==> config.mk <==
export PLATFORM = sky130hd
export DESIGN_NAME = dual_pulse_coincidence_detector
export DESIGN_NICKNAME = d
export VERILOG_FILES = /design/src/sv/dpcd_pkg.sv /design/src/sv/dpcd_divider.sv /design/src/sv/dual_pulse_coincidence_detector.sv
export VERILOG_INCLUDE_DIRS = /design/src /design/src/sv
export SDC_FILE = /design/constraint.sdc
export NUM_CORES = 2
export LEC_CHECK = 0
export ABC_AREA = 0
export BUFFER_PORTS_ARGS = -buffer_cell sky130_fd_sc_hd__buf_2
export CORE_ASPECT_RATIO = 1.1
export CORE_UTILIZATION = 63
export CTS_CLUSTER_SIZE = 14
export DETAILED_ROUTE_END_ITERATION = 8
export GPL_TIMING_DRIVEN = 1
export PLACE_DENSITY = 0.81
export RECOVER_POWER = 25
export REMOVE_ABC_BUFFERS = 1
export SYNTH_ARGS = -nofsm -noshare
export SYNTH_HDL_FRONTEND = slang
export SYNTH_HIERARCHICAL = 1
export SYNTH_SLANG_ARGS = --single-unit
==> constraint.sdc <==
create_clock -name clk -period 11.95 [get_ports clk]
set_input_delay 1.7925 -clock clk [delete_from_list [all_inputs] [get_ports clk]]
set_output_delay 1.7925 -clock clk [all_outputs]
set_load 0.02 [all_outputs]
==> src/sv/assert_macros.svh <==
// assertion helpers
`ifndef ASSERT_MACROS_SVH
`define ASSERT_MACROS_SVH

// implication checked every clock outside reset
`define CHK_IMPL(label, ante, cons, msg) \
  label: assert property (@(posedge clk) disable iff (rst) (ante) |-> (cons)) else $error(msg);

// implication with the consequent checked in the cycle after the antecedent
`define CHK_NEXT(label, ante, cons, msg) \
  label: assert property (@(posedge clk) disable iff (rst) (ante) |=> (cons)) else $error(msg);

`endif

==> src/sv/dpcd_pkg.sv <==
package dpcd_pkg;
  localparam int RATE_BATCH_DEF = 100;
  localparam int COINC_BATCH_DEF = 10;
  localparam int MAX_PULSE_SAMPLES_DEF = 65535;
  localparam int SAMPLE_BITS_DEF = 12;

  localparam int SAMPLE_W = 12;
  localparam int TIME_W = 32;
  localparam int SUM_W = 28;
  localparam int CNT_W = 16;
  localparam int WIN_W = 16;
  localparam int CFG_IDX_W = 2;
  localparam int CFG_DATA_W = 16;

  localparam logic [CFG_IDX_W-1:0] REG_HIGH = 2'd0;
  localparam logic [CFG_IDX_W-1:0] REG_LOW = 2'd1;
  localparam logic [CFG_IDX_W-1:0] REG_WINDOW = 2'd2;

  localparam logic [1:0] KIND_A = 2'd0;
  localparam logic [1:0] KIND_B = 2'd1;
  localparam logic [1:0] KIND_COINC = 2'd2;

  typedef struct packed {
    logic [1:0] kind;
    logic [TIME_W-1:0] time_val;
    logic [SAMPLE_W-1:0] amp;
    logic [TIME_W-1:0] number;
    logic done;
    logic [TIME_W-1:0] span;
    logic last;
  } event_t;

  typedef struct packed {
    logic start;
    logic [SUM_W-1:0] dividend;
    logic [CNT_W-1:0] divisor;
  } div_req_t;

  typedef struct packed {
    logic busy;
    logic done;
    logic [SUM_W-1:0] quotient;
  } div_rsp_t;
endpackage

==> src/sv/dpcd_divider.sv <==
module dpcd_divider (
  input  logic clk,
  input  logic rst,
  input  dpcd_pkg::div_req_t req,
  output dpcd_pkg::div_rsp_t rsp
);
  import dpcd_pkg::*;

  localparam int STEP_W = $clog2(SUM_W + 1);

  logic [SUM_W-1:0] quo;
  logic [CNT_W:0] rem;
  logic [CNT_W-1:0] dvs;
  logic [STEP_W-1:0] steps;
  logic busy;
  logic done;
  logic [CNT_W:0] trial;
  logic [CNT_W:0] diff;

  // restoring division, one quotient bit per cycle
  always_comb begin
    trial = {rem[CNT_W-1:0], quo[SUM_W-1]};
    diff = trial - {1'b0, dvs};
  end

  always_ff @(posedge clk) begin
    if (rst) begin
      busy <= 1'b0;
      done <= 1'b0;
      steps <= '0;
    end else begin
      done <= 1'b0;
      if (req.start) begin
        busy <= 1'b1;
        quo <= req.dividend;
        dvs <= req.divisor;
        rem <= '0;
        steps <= STEP_W'(SUM_W);
      end else if (busy) begin
        if (trial >= {1'b0, dvs}) begin
          rem <= diff;
          quo <= {quo[SUM_W-2:0], 1'b1};
        end else begin
          rem <= trial;
          quo <= {quo[SUM_W-2:0], 1'b0};
        end
        steps <= steps - 1'b1;
        if (steps == STEP_W'(1)) begin
          busy <= 1'b0;
          done <= 1'b1;
        end
      end
    end
  end

  assign rsp.busy = busy;
  assign rsp.done = done;
  assign rsp.quotient = quo;
endmodule

==> src/sv/dual_pulse_coincidence_detector.sv <==
// dual_pulse_coincidence_detector
// input stream s_axis: tdata carries sample_a, sample_b and time_us; one
// transfer is one sample pair. output stream m_axis: up to three event
// transfers per sample pair (pulse A, pulse B, coincidence), the last one
// flagged in tuser. config port: cfg_we, cfg_index, cfg_data, write only;
// the user must write it while the block is idle; the block has no check.
// each pulse that ends goes through the shared 28-step restoring divider
// (mean amplitude) and the emit step, and first waits for the previous
// transfer to leave the output register; a coincidence adds one output
// transfer.
// s_axis_tready is high only while the sequencer is idle.
// when the receiver stalls the event waits in the output register and the
// sequencer waits with it; nothing is dropped.
// reset clears thresholds to 500/200, window to 100 and all pulse, pending,
// counter and batch state.
module dual_pulse_coincidence_detector #(
  parameter int RATE_BATCH = dpcd_pkg::RATE_BATCH_DEF,
  parameter int COINC_BATCH = dpcd_pkg::COINC_BATCH_DEF,
  parameter int MAX_PULSE_SAMPLES = dpcd_pkg::MAX_PULSE_SAMPLES_DEF,
  parameter int SAMPLE_BITS = dpcd_pkg::SAMPLE_BITS_DEF
) (
  input  logic clk,
  input  logic rst,
  input  logic s_axis_tvalid,
  output logic s_axis_tready,
  // sample_a[11:0], sample_b[23:12], time_us[55:24]
  input  logic [55:0] s_axis_tdata,
  output logic m_axis_tvalid,
  input  logic m_axis_tready,
  // event_kind[1:0], event_time[33:2], amplitude[45:34], event_number[77:46],
  // batch_done[78], batch_span[110:79], zero fill
  output logic [111:0] m_axis_tdata,
  // last_result
  output logic m_axis_tuser,
  input  logic cfg_we,
  input  logic [dpcd_pkg::CFG_IDX_W-1:0] cfg_index,
  input  logic [dpcd_pkg::CFG_DATA_W-1:0] cfg_data
);
  import dpcd_pkg::*;

  localparam int BI_W = $clog2(RATE_BATCH + 1);
  localparam int CB_W = $clog2(COINC_BATCH + 1);
  localparam logic [SAMPLE_W-1:0] SMASK = SAMPLE_W'((1 << SAMPLE_BITS) - 1);

  typedef enum logic [2:0] {
    ST_IDLE, ST_CHAN, ST_DIV, ST_EMIT, ST_COINC, ST_CEMIT
  } state_t;

  state_t state;
  logic ch;
  logic [SAMPLE_W-1:0] high_thr, low_thr;
  logic [WIN_W-1:0] window;
  logic [SAMPLE_W-1:0] samp [2];
  logic [TIME_W-1:0] now;
  logic armed [2];
  logic [SUM_W-1:0] psum [2];
  logic [CNT_W-1:0] pcnt [2];
  logic [TIME_W-1:0] last_high [2];
  logic [TIME_W-1:0] pend_time [2];
  logic pend_valid [2];
  logic [TIME_W-1:0] ch_events [2];
  logic [BI_W-1:0] bidx [2];
  logic [TIME_W-1:0] bfirst [2];
  logic [TIME_W-1:0] c_events;
  logic [CB_W-1:0] cidx;
  logic [TIME_W-1:0] cfirst;
  event_t ev;
  logic ovalid;
  div_req_t dreq;
  div_rsp_t drsp;

  logic [TIME_W-1:0] d, mag;
  logic [SAMPLE_W-1:0] cur;
  logic [BI_W-1:0] bnext;
  logic [CB_W-1:0] cnext;
  logic b_ends;
  logic coinc_hit;

  dpcd_divider u_div (.clk(clk), .rst(rst), .req(dreq), .rsp(drsp));

  assign cur = samp[ch];
  assign bnext = bidx[ch] + 1'b1;
  assign cnext = cidx + 1'b1;
  assign d = pend_time[0] - pend_time[1];
  assign mag = d[TIME_W-1] ? (TIME_W'(0) - d) : d;
  assign b_ends = !(samp[1] >= high_thr) && (samp[1] < low_thr) && armed[1];
  assign coinc_hit = pend_valid[0] && pend_valid[1] && !(d[TIME_W-1] && mag[TIME_W-1])
                     && (mag < TIME_W'(window));

  always_comb begin
    dreq.start = (state == ST_CHAN) && !ovalid && !(cur >= high_thr) && (cur < low_thr)
                 && armed[ch] && (pcnt[ch] != '0);
    dreq.dividend = psum[ch];
    dreq.divisor = pcnt[ch];
  end

  assign s_axis_tready = (state == ST_IDLE);
  assign m_axis_tvalid = ovalid;
  assign m_axis_tdata = {1'b0, ev.span, ev.done, ev.number, ev.amp, ev.time_val, ev.kind};
  assign m_axis_tuser = ev.last;

  always_ff @(posedge clk) begin
    if (rst) begin
      state <= ST_IDLE;
      ovalid <= 1'b0;
      high_thr <= 12'd500;
      low_thr <= 12'd200;
      window <= 16'd100;
      for (int i = 0; i < 2; i++) begin
        armed[i] <= 1'b0; psum[i] <= '0; pcnt[i] <= '0; last_high[i] <= '0;
        pend_time[i] <= '0; pend_valid[i] <= 1'b0; ch_events[i] <= '0;
        bidx[i] <= '0; bfirst[i] <= '0;
      end
      c_events <= '0; cidx <= '0; cfirst <= '0;
      ch <= 1'b0;
    end else begin
      if (cfg_we) begin
        unique case (cfg_index)
          REG_HIGH: high_thr <= cfg_data[SAMPLE_W-1:0];
          REG_LOW: low_thr <= cfg_data[SAMPLE_W-1:0];
          REG_WINDOW: window <= cfg_data;
          default: ;
        endcase
      end
      if (ovalid && m_axis_tready) ovalid <= 1'b0;
      unique case (state)
        ST_IDLE: if (s_axis_tvalid) begin
          samp[0] <= s_axis_tdata[11:0] & SMASK;
          samp[1] <= s_axis_tdata[23:12] & SMASK;
          now <= s_axis_tdata[55:24];
          ch <= 1'b0;
          state <= ST_CHAN;
        end
        ST_CHAN: begin
          if (cur >= high_thr) begin
            armed[ch] <= 1'b1;
            if (pcnt[ch] < CNT_W'(MAX_PULSE_SAMPLES)) begin
              psum[ch] <= psum[ch] + SUM_W'(cur);
              pcnt[ch] <= pcnt[ch] + 1'b1;
            end
            last_high[ch] <= now;
            if (ch) state <= ST_COINC; else ch <= 1'b1;
          end else if (cur < low_thr && armed[ch]) begin
            // wait until the previous event has left the output register
            if (!ovalid) begin
              ev.kind <= ch ? KIND_B : KIND_A;
              ev.time_val <= last_high[ch];
              ev.number <= ch_events[ch] + 1'b1;
              ch_events[ch] <= ch_events[ch] + 1'b1;
              pend_time[ch] <= last_high[ch];
              pend_valid[ch] <= 1'b1;
              if (bidx[ch] == '0) bfirst[ch] <= last_high[ch];
              if (bnext >= BI_W'(RATE_BATCH)) begin
                ev.done <= 1'b1;
                ev.span <= last_high[ch] - ((bidx[ch] == '0) ? last_high[ch] : bfirst[ch]);
                bidx[ch] <= '0;
              end else begin
                ev.done <= 1'b0;
                ev.span <= '0;
                bidx[ch] <= bnext;
              end
              ev.amp <= '0;
              state <= (pcnt[ch] != '0) ? ST_DIV : ST_EMIT;
            end
          end else begin
            if (ch) state <= ST_COINC; else ch <= 1'b1;
          end
        end
        ST_DIV: if (drsp.done) begin
          ev.amp <= drsp.quotient[SAMPLE_W-1:0] & SMASK;
          state <= ST_EMIT;
        end
        ST_EMIT: if (!ovalid) begin
          armed[ch] <= 1'b0; psum[ch] <= '0; pcnt[ch] <= '0;
          // last unless a pulse on b or a coincidence follows
          ev.last <= (!ch && b_ends) ? 1'b0 : !coinc_hit;
          ovalid <= 1'b1;
          if (ch) state <= ST_COINC; else begin ch <= 1'b1; state <= ST_CHAN; end
        end
        ST_COINC: if (!ovalid) begin
          if (coinc_hit) begin
            ev.kind <= KIND_COINC;
            ev.time_val <= pend_time[0];
            ev.amp <= '0;
            ev.number <= c_events + 1'b1;
            c_events <= c_events + 1'b1;
            if (cidx == '0) cfirst <= pend_time[0];
            if (cnext >= CB_W'(COINC_BATCH)) begin
              ev.done <= 1'b1;
              ev.span <= pend_time[0] - ((cidx == '0) ? pend_time[0] : cfirst);
              cidx <= '0;
            end else begin
              ev.done <= 1'b0; ev.span <= '0; cidx <= cnext;
            end
            ev.last <= 1'b1;
            pend_valid[0] <= 1'b0; pend_valid[1] <= 1'b0;
            state <= ST_CEMIT;
          end else begin
            state <= ST_IDLE;
          end
        end
        ST_CEMIT: begin
          ovalid <= 1'b1;
          state <= ST_IDLE;
        end
        default: state <= ST_IDLE;
      endcase
    end
  end

  `include "assert_macros.svh"
  `CHK_IMPL(a_ready_idle, s_axis_tready, !ovalid || state == ST_IDLE, "ready while busy")
  `CHK_NEXT(a_div_start, dreq.start, drsp.busy, "divider did not start")
  `CHK_IMPL(a_div_state, drsp.busy, state == ST_DIV, "divider busy outside divide")
endmodule

# Word-level counts from Yosys, hierarchy flattened
# Memory sizes are Yosys's and may differ from the RTL's. A register that Yosys moved wholly into a read port is not among the register bits.
# Cells that the tools add are included.
[word_totals] register_bits=324 mem_bits_rw=386 elab_cells=284 n_memories=10
[mem_list] name="bfirst" depth=2 word_bits=32 rd=1 rd_clocked_by_memory_dff=1 wr=2 line="dual_pulse_coincidence_detector.sv:63" rtl="logic [TIME_W-1:0] bfirst [2];"
[mem_list] name="ch_events" depth=2 word_bits=32 rd=1 rd_clocked_by_memory_dff=1 wr=2 line="dual_pulse_coincidence_detector.sv:61" rtl="logic [TIME_W-1:0] ch_events [2];"
[mem_list] name="last_high" depth=2 word_bits=32 rd=1 rd_clocked_by_memory_dff=1 wr=2 line="dual_pulse_coincidence_detector.sv:58" rtl="logic [TIME_W-1:0] last_high [2];"
[mem_list] name="pend_time" depth=2 word_bits=32 rd=2 rd_clocked_by_memory_dff=0 wr=2 line="dual_pulse_coincidence_detector.sv:59" rtl="logic [TIME_W-1:0] pend_time [2];"
[mem_list] name="psum" depth=2 word_bits=28 rd=1 rd_clocked_by_memory_dff=1 wr=2 line="dual_pulse_coincidence_detector.sv:56" rtl="logic [SUM_W-1:0] psum [2];"
[mem_list] name="pcnt" depth=2 word_bits=16 rd=1 rd_clocked_by_memory_dff=1 wr=2 line="dual_pulse_coincidence_detector.sv:57" rtl="logic [CNT_W-1:0] pcnt [2];"
[mem_list] name="4 more memories"
[classes] n_eq_ne=18 add_sub_neg=12 mux=149 bitwise=9 reduce_logical=53 order_cmp=9
[op_table] op="$mux 111" count=3
[op_table] op="$mux 112" count=2
[op_table] op="$mux 32" count=7
[op_table] op="$pmux 65 s2" count=1
[op_table] op="$reduce_or 32->1" count=4
[op_table] op="$mux 28" count=4
[op_table] op="$mux 1" count=104
[op_table] op="$sub 32x32->32" count=3
[op_table] op="$pmux 34 s2" count=1
[op_table] op="$mux 33" count=2
[op_table] op="$add 32x1->32 const B" count=2
[op_table] op="$mux 16" count=4
[op_table] op="$pmux 12 s3" count=1
[op_table] op="$lt 32x16->1" count=1
[op_table] op="$sub 1x32->32 const A" count=1
[op_table] op="$mux 3" count=10
[op_table] op="$add 28x12->28" count=1
[op_table] op="$reduce_or 28->1" count=1
[op_table] op="$ge 12x12->1" count=2
[op_table] op="$lt 12x12->1" count=2
[op_table] op="$ge 17x16->1" count=1
[op_table] op="$add 16x1->16 const B" count=1
[op_table] op="$lt 16x16->1 const B" count=1
[op_table] op="$reduce_bool 16->1" count=1
[op_table] op="44 further kinds" count=90

# Longest topological paths before layout
# An unclocked memory read counts as a cell.
[depth] depth_word=15 mapped_depth=29

# Cells and area by module
# The synthesis kept the hierarchy.
[by_module_without_submodules] mod="dual_pulse_coincidence_detector" instances=1 area_each_um2=36886.6 cells_per_inst=3658
[by_module_without_submodules] mod="dpcd_divider" instances=1 area_each_um2=3731.1 cells_per_inst=312

# Worst setup path after synthesis
# OpenSTA, ideal clock, no wires.
[synth_path] path_type="register -> register" startpoint="memory pend_time[0][14]" endpoint="register ev, in the netlist m_axis_tdata[0], enable pin" path_buffers=4 t_required_ns=11.441 path_stages_with_launch=27 setup_ns=0.509 path_slack_ns=2.224 arrival_time_ns=9.217 cell_sequence="edfxtp_1 -> ha_1 -> clkbuf_1 -> and4_1 -> a221o_1 -> a31oi_1 -> o21ai_0 -> a21bo_2 -> xor2_1 -> clkbuf_1 -> clkbuf_1 -> nor2_1 -> xor2_1 -> ha_1 -> a21o_1 -> a21o_1 -> a21oi_1 -> nor2_1 -> a211oi_1 -> o21ai_0 -> a211oi_1 -> nand3_1 -> a2111o_1 -> or4_1 -> buf_2 -> or4_4 -> a2111oi_4"
[synth_rtl] item="start, declared" line="dual_pulse_coincidence_detector.sv:59"
[synth_rtl] item="end, declared" line="dual_pulse_coincidence_detector.sv:67" rtl="event_t ev;"

==> impl_metrics.toml <==
[place]
io_buffer_count = 192
routabilityCongestion = 0.9285
post_dp_cell_area_mm2 = 0.04229
post-dp-hpwl_um = 72290

[timing]
report.final.setup_viol = 0
max_clock_freq_mhz = 103.1
final.period_utilization_pct = 81.15
skew_ns = 0.02488
min_period_ns = 9.697
total_count_of_max_transition_violations_in_the_final_report = 317
rsz0062_at_grt = "no"
worstMarginPinSlew_ns = 3.578
relative_slew_margins_pct = -138.5
finalHoldViolations = 0

[cts]
clock-sinks = 711
clock_latency_at_the_later_pin_of_the_worst_skew_pair_ns = 0.63
cts_resized = 0
postCtsSetupBuffers = 0
cts.path.max_buffers = 3
worst_setup_hold_path_clk_slew_ns = 0.06
clock-root-buffer = "clkbuf_16"
hold_buffers = 0
cts_made_buffers = 74
tritoncts = "yes"
htree_num_levels = 3

[power_and_ir_drop]
power.share.switching_pct = 27.40
vdd_drop_max_v = 0.0001201
internal_power_mw = 4.512
leakage_power_figure_nw = 17.65
cellPowerDensity_mw_per_mm2 = 139.6
seqPwrFrac_pct = 45.2
switching_power_mw = 1.703
clkPwrFrac_pct = 38.1
combinational_power_share_pct = 16.7

[critical_path]
worstPathMaxFanout = 68
critPathMaxStageDelay_ns = 2.19
critical-path-slowest-cell = "clkbuf_1"
cp.required_ns = 12.21
timing_worst_setup_path_type = "reg -> reg"
crit_path_frequent_cell = "a21o_1"
critical_path_buf_inv_count = 3
crit_chain = "clkbuf_1 > mux2i_1 > ha_1 > nand2b_1 > a21o_1 > a21o_1 > a21o_1 > a21o_1 > a21o_1 > a221oi_1 > o21bai_1 > nor4_1 > nand4_1 > buf_4 > or2_2 > nand2_1 > buf_4"
worst_setup_path_end_kind = "flip-flop"
critPathLaunchType = "flip-flop"
cpLargestDelayFamily = "buffers and inverters"
cp_data_arrival_time_ns = 9.96

[die]
placementRows = 97
starting_density_of_the_core_pct = 63.73
design.die.area_mm2 = 0.06548
floorplan.die.height_um = 268.3
chipWidth_um = 244.1
ios = 194
floorplan.core_area_mm2 = 0.06372

[global_route]
pin_count_of_the_biggest_net_entering_global_routing = 139
gr_ovfl_total = 0
first_global_vias = 29670
grt_pass1_wl_um = 163500
grt_use_total_pct = 31.82
antenna_found_initial = 0

[yosys]
postSynthAreaPerCell_um2 = 10.23
post_synthesis_instance_area_mm2 = 0.04061
syn-instance-count = 3969
ys_warn_count = 6

[final_layout]
final_core_utilization_pct = 69.86
post-route-cell-area_mm2 = 0.04451
count_of_nets_after_finishing = 4367
layout-area-overhead-vs-synth_pct = 9.604
insertedDiodeCount = 0
final_layout_size_suffix_gt1_share_pct = 9.718

[route]
routed_wl_um = 106000
drt-initial-drc-count = 2666
route.antenna.remaining_nets = 0
vias = 30920
route.detailed.wl_per_inst_um = 21.25
routed_via_density = 6.199
route.detailed.drc = 0
detail_route.first_pass.iterations = 7

[min_path]
hold_class = "reg -> reg"

[status]
status = "finished, violations left"
violations_in_the_final_reports = "max-capacitance violations, max-slew violations"

[job]
drv.max_cap_violation_count = 7
-- stage by stage --
| step | setup TNS, ns | hold slack (ns) | worst slack [ns] | power, mW | instances |
|---|---|---|---|---|---|
| 2_1_floorplan | -318.88 | 0.4303 | -2.835 | 3.588 | 3765 |
| 3_3_place_gp | 0 | 0.4434 | 3.896 | 3.851 | 4854 |
| 3_5_place_dp | 0 | 0.4524 | 3.753 | 3.875 | 4854 |
| 4_1_cts | 0 | 0.4615 | 3.745 | 6.220 | 4988 |
| 5_1_grt | 0 | 0.4906 | 1.882 | 6.420 | 4988 |
| 6_report | 0 | 0.4603 | 2.253 | 6.215 | 4988 |
-- power groups by stage --
stage	Combinational (mW)	Clock (mW)	Sequential, mW
after global placement	0.997	0	2.85
after detailed placement	1.02	0	2.86
final	1.04	2.37	2.81
after CTS	1.03	2.39	2.81
after global routing	1.13	2.47	2.81
after floorplan	0.716	0	2.87
-- worst paths after layout --
check	to	cells after the start	slack (ns)	startpoint
setup / recovery	bfirst[1][21]	17	2.25	flip-flop
hold / removal	window[13]	2	0.46	window[13]
setup reg to reg	bfirst[1][21]	17	2.25	flip-flop
hold reg to reg	window[13]	2	0.46	window[13]
-- tightest hold or removal path: stages (launching register included) --
cell and delay (ns):
dfxtp_1 0.31, nand2_1 0.05, a21oi_1 0.05
-- cells in the final DEF, fill, tap and decap left out, types with 25 or more instances in the layout --
cell type  instances
a21oi_1          212
ha_1             194
nand2_1          324
nand3_1           76
nor2b_1           92
inv_1            199
o21a_1            25
xor2_1            71
buf_4             35
xnor2_1          121
mux2i_1          157
o22ai_1           32
a21o_1            71
edfxtp_1         588
clkbuf_16         76
nor4_1            45
mux2_2           125
clkbuf_1         166
dfxtp_1          123
o21ai_0          158
nor2_1           521
and3_1           111
buf_2             60
o211ai_1          29
nand4_1           41
nor3_1            68
-- layout make-up --
cell class / instances / area, um^2
inverter: 201 / 754.5
sequential: 711 / 20120
clock buffer: 94 / 2009
multi-input combinational: 2853 / 18960
fill: 4762 / 19210
clock inverter: 40 / 457.9
timing repair buffer: 248 / 1154
tap: 841 / 1052
-- state kept, by name, indices dropped and copies added, names as in the netlist, 24 cells and up, named ones only --
register	cells
u_div/quo	28
psum	56
last_high	64
pend_time	64
bfirst	64
c_events	32
now	32
cfirst	32
pcnt	32
samp	24
m_axis_tdata	111
ch_events	64
-- metal layers --
layer | track usage [%] | up-vias | part of all wire, %
met4 | 11.47 | 0 | 3.0
li1 | - | 14530 | -
met5 | 0 | - | 0
met3 | 4.085 | 219 | 6.6
met2 | 53.80 | 1136 | 49
met1 | 42.14 | 15030 | 42
No activity file was read; power rests on OpenSTA's default activity.
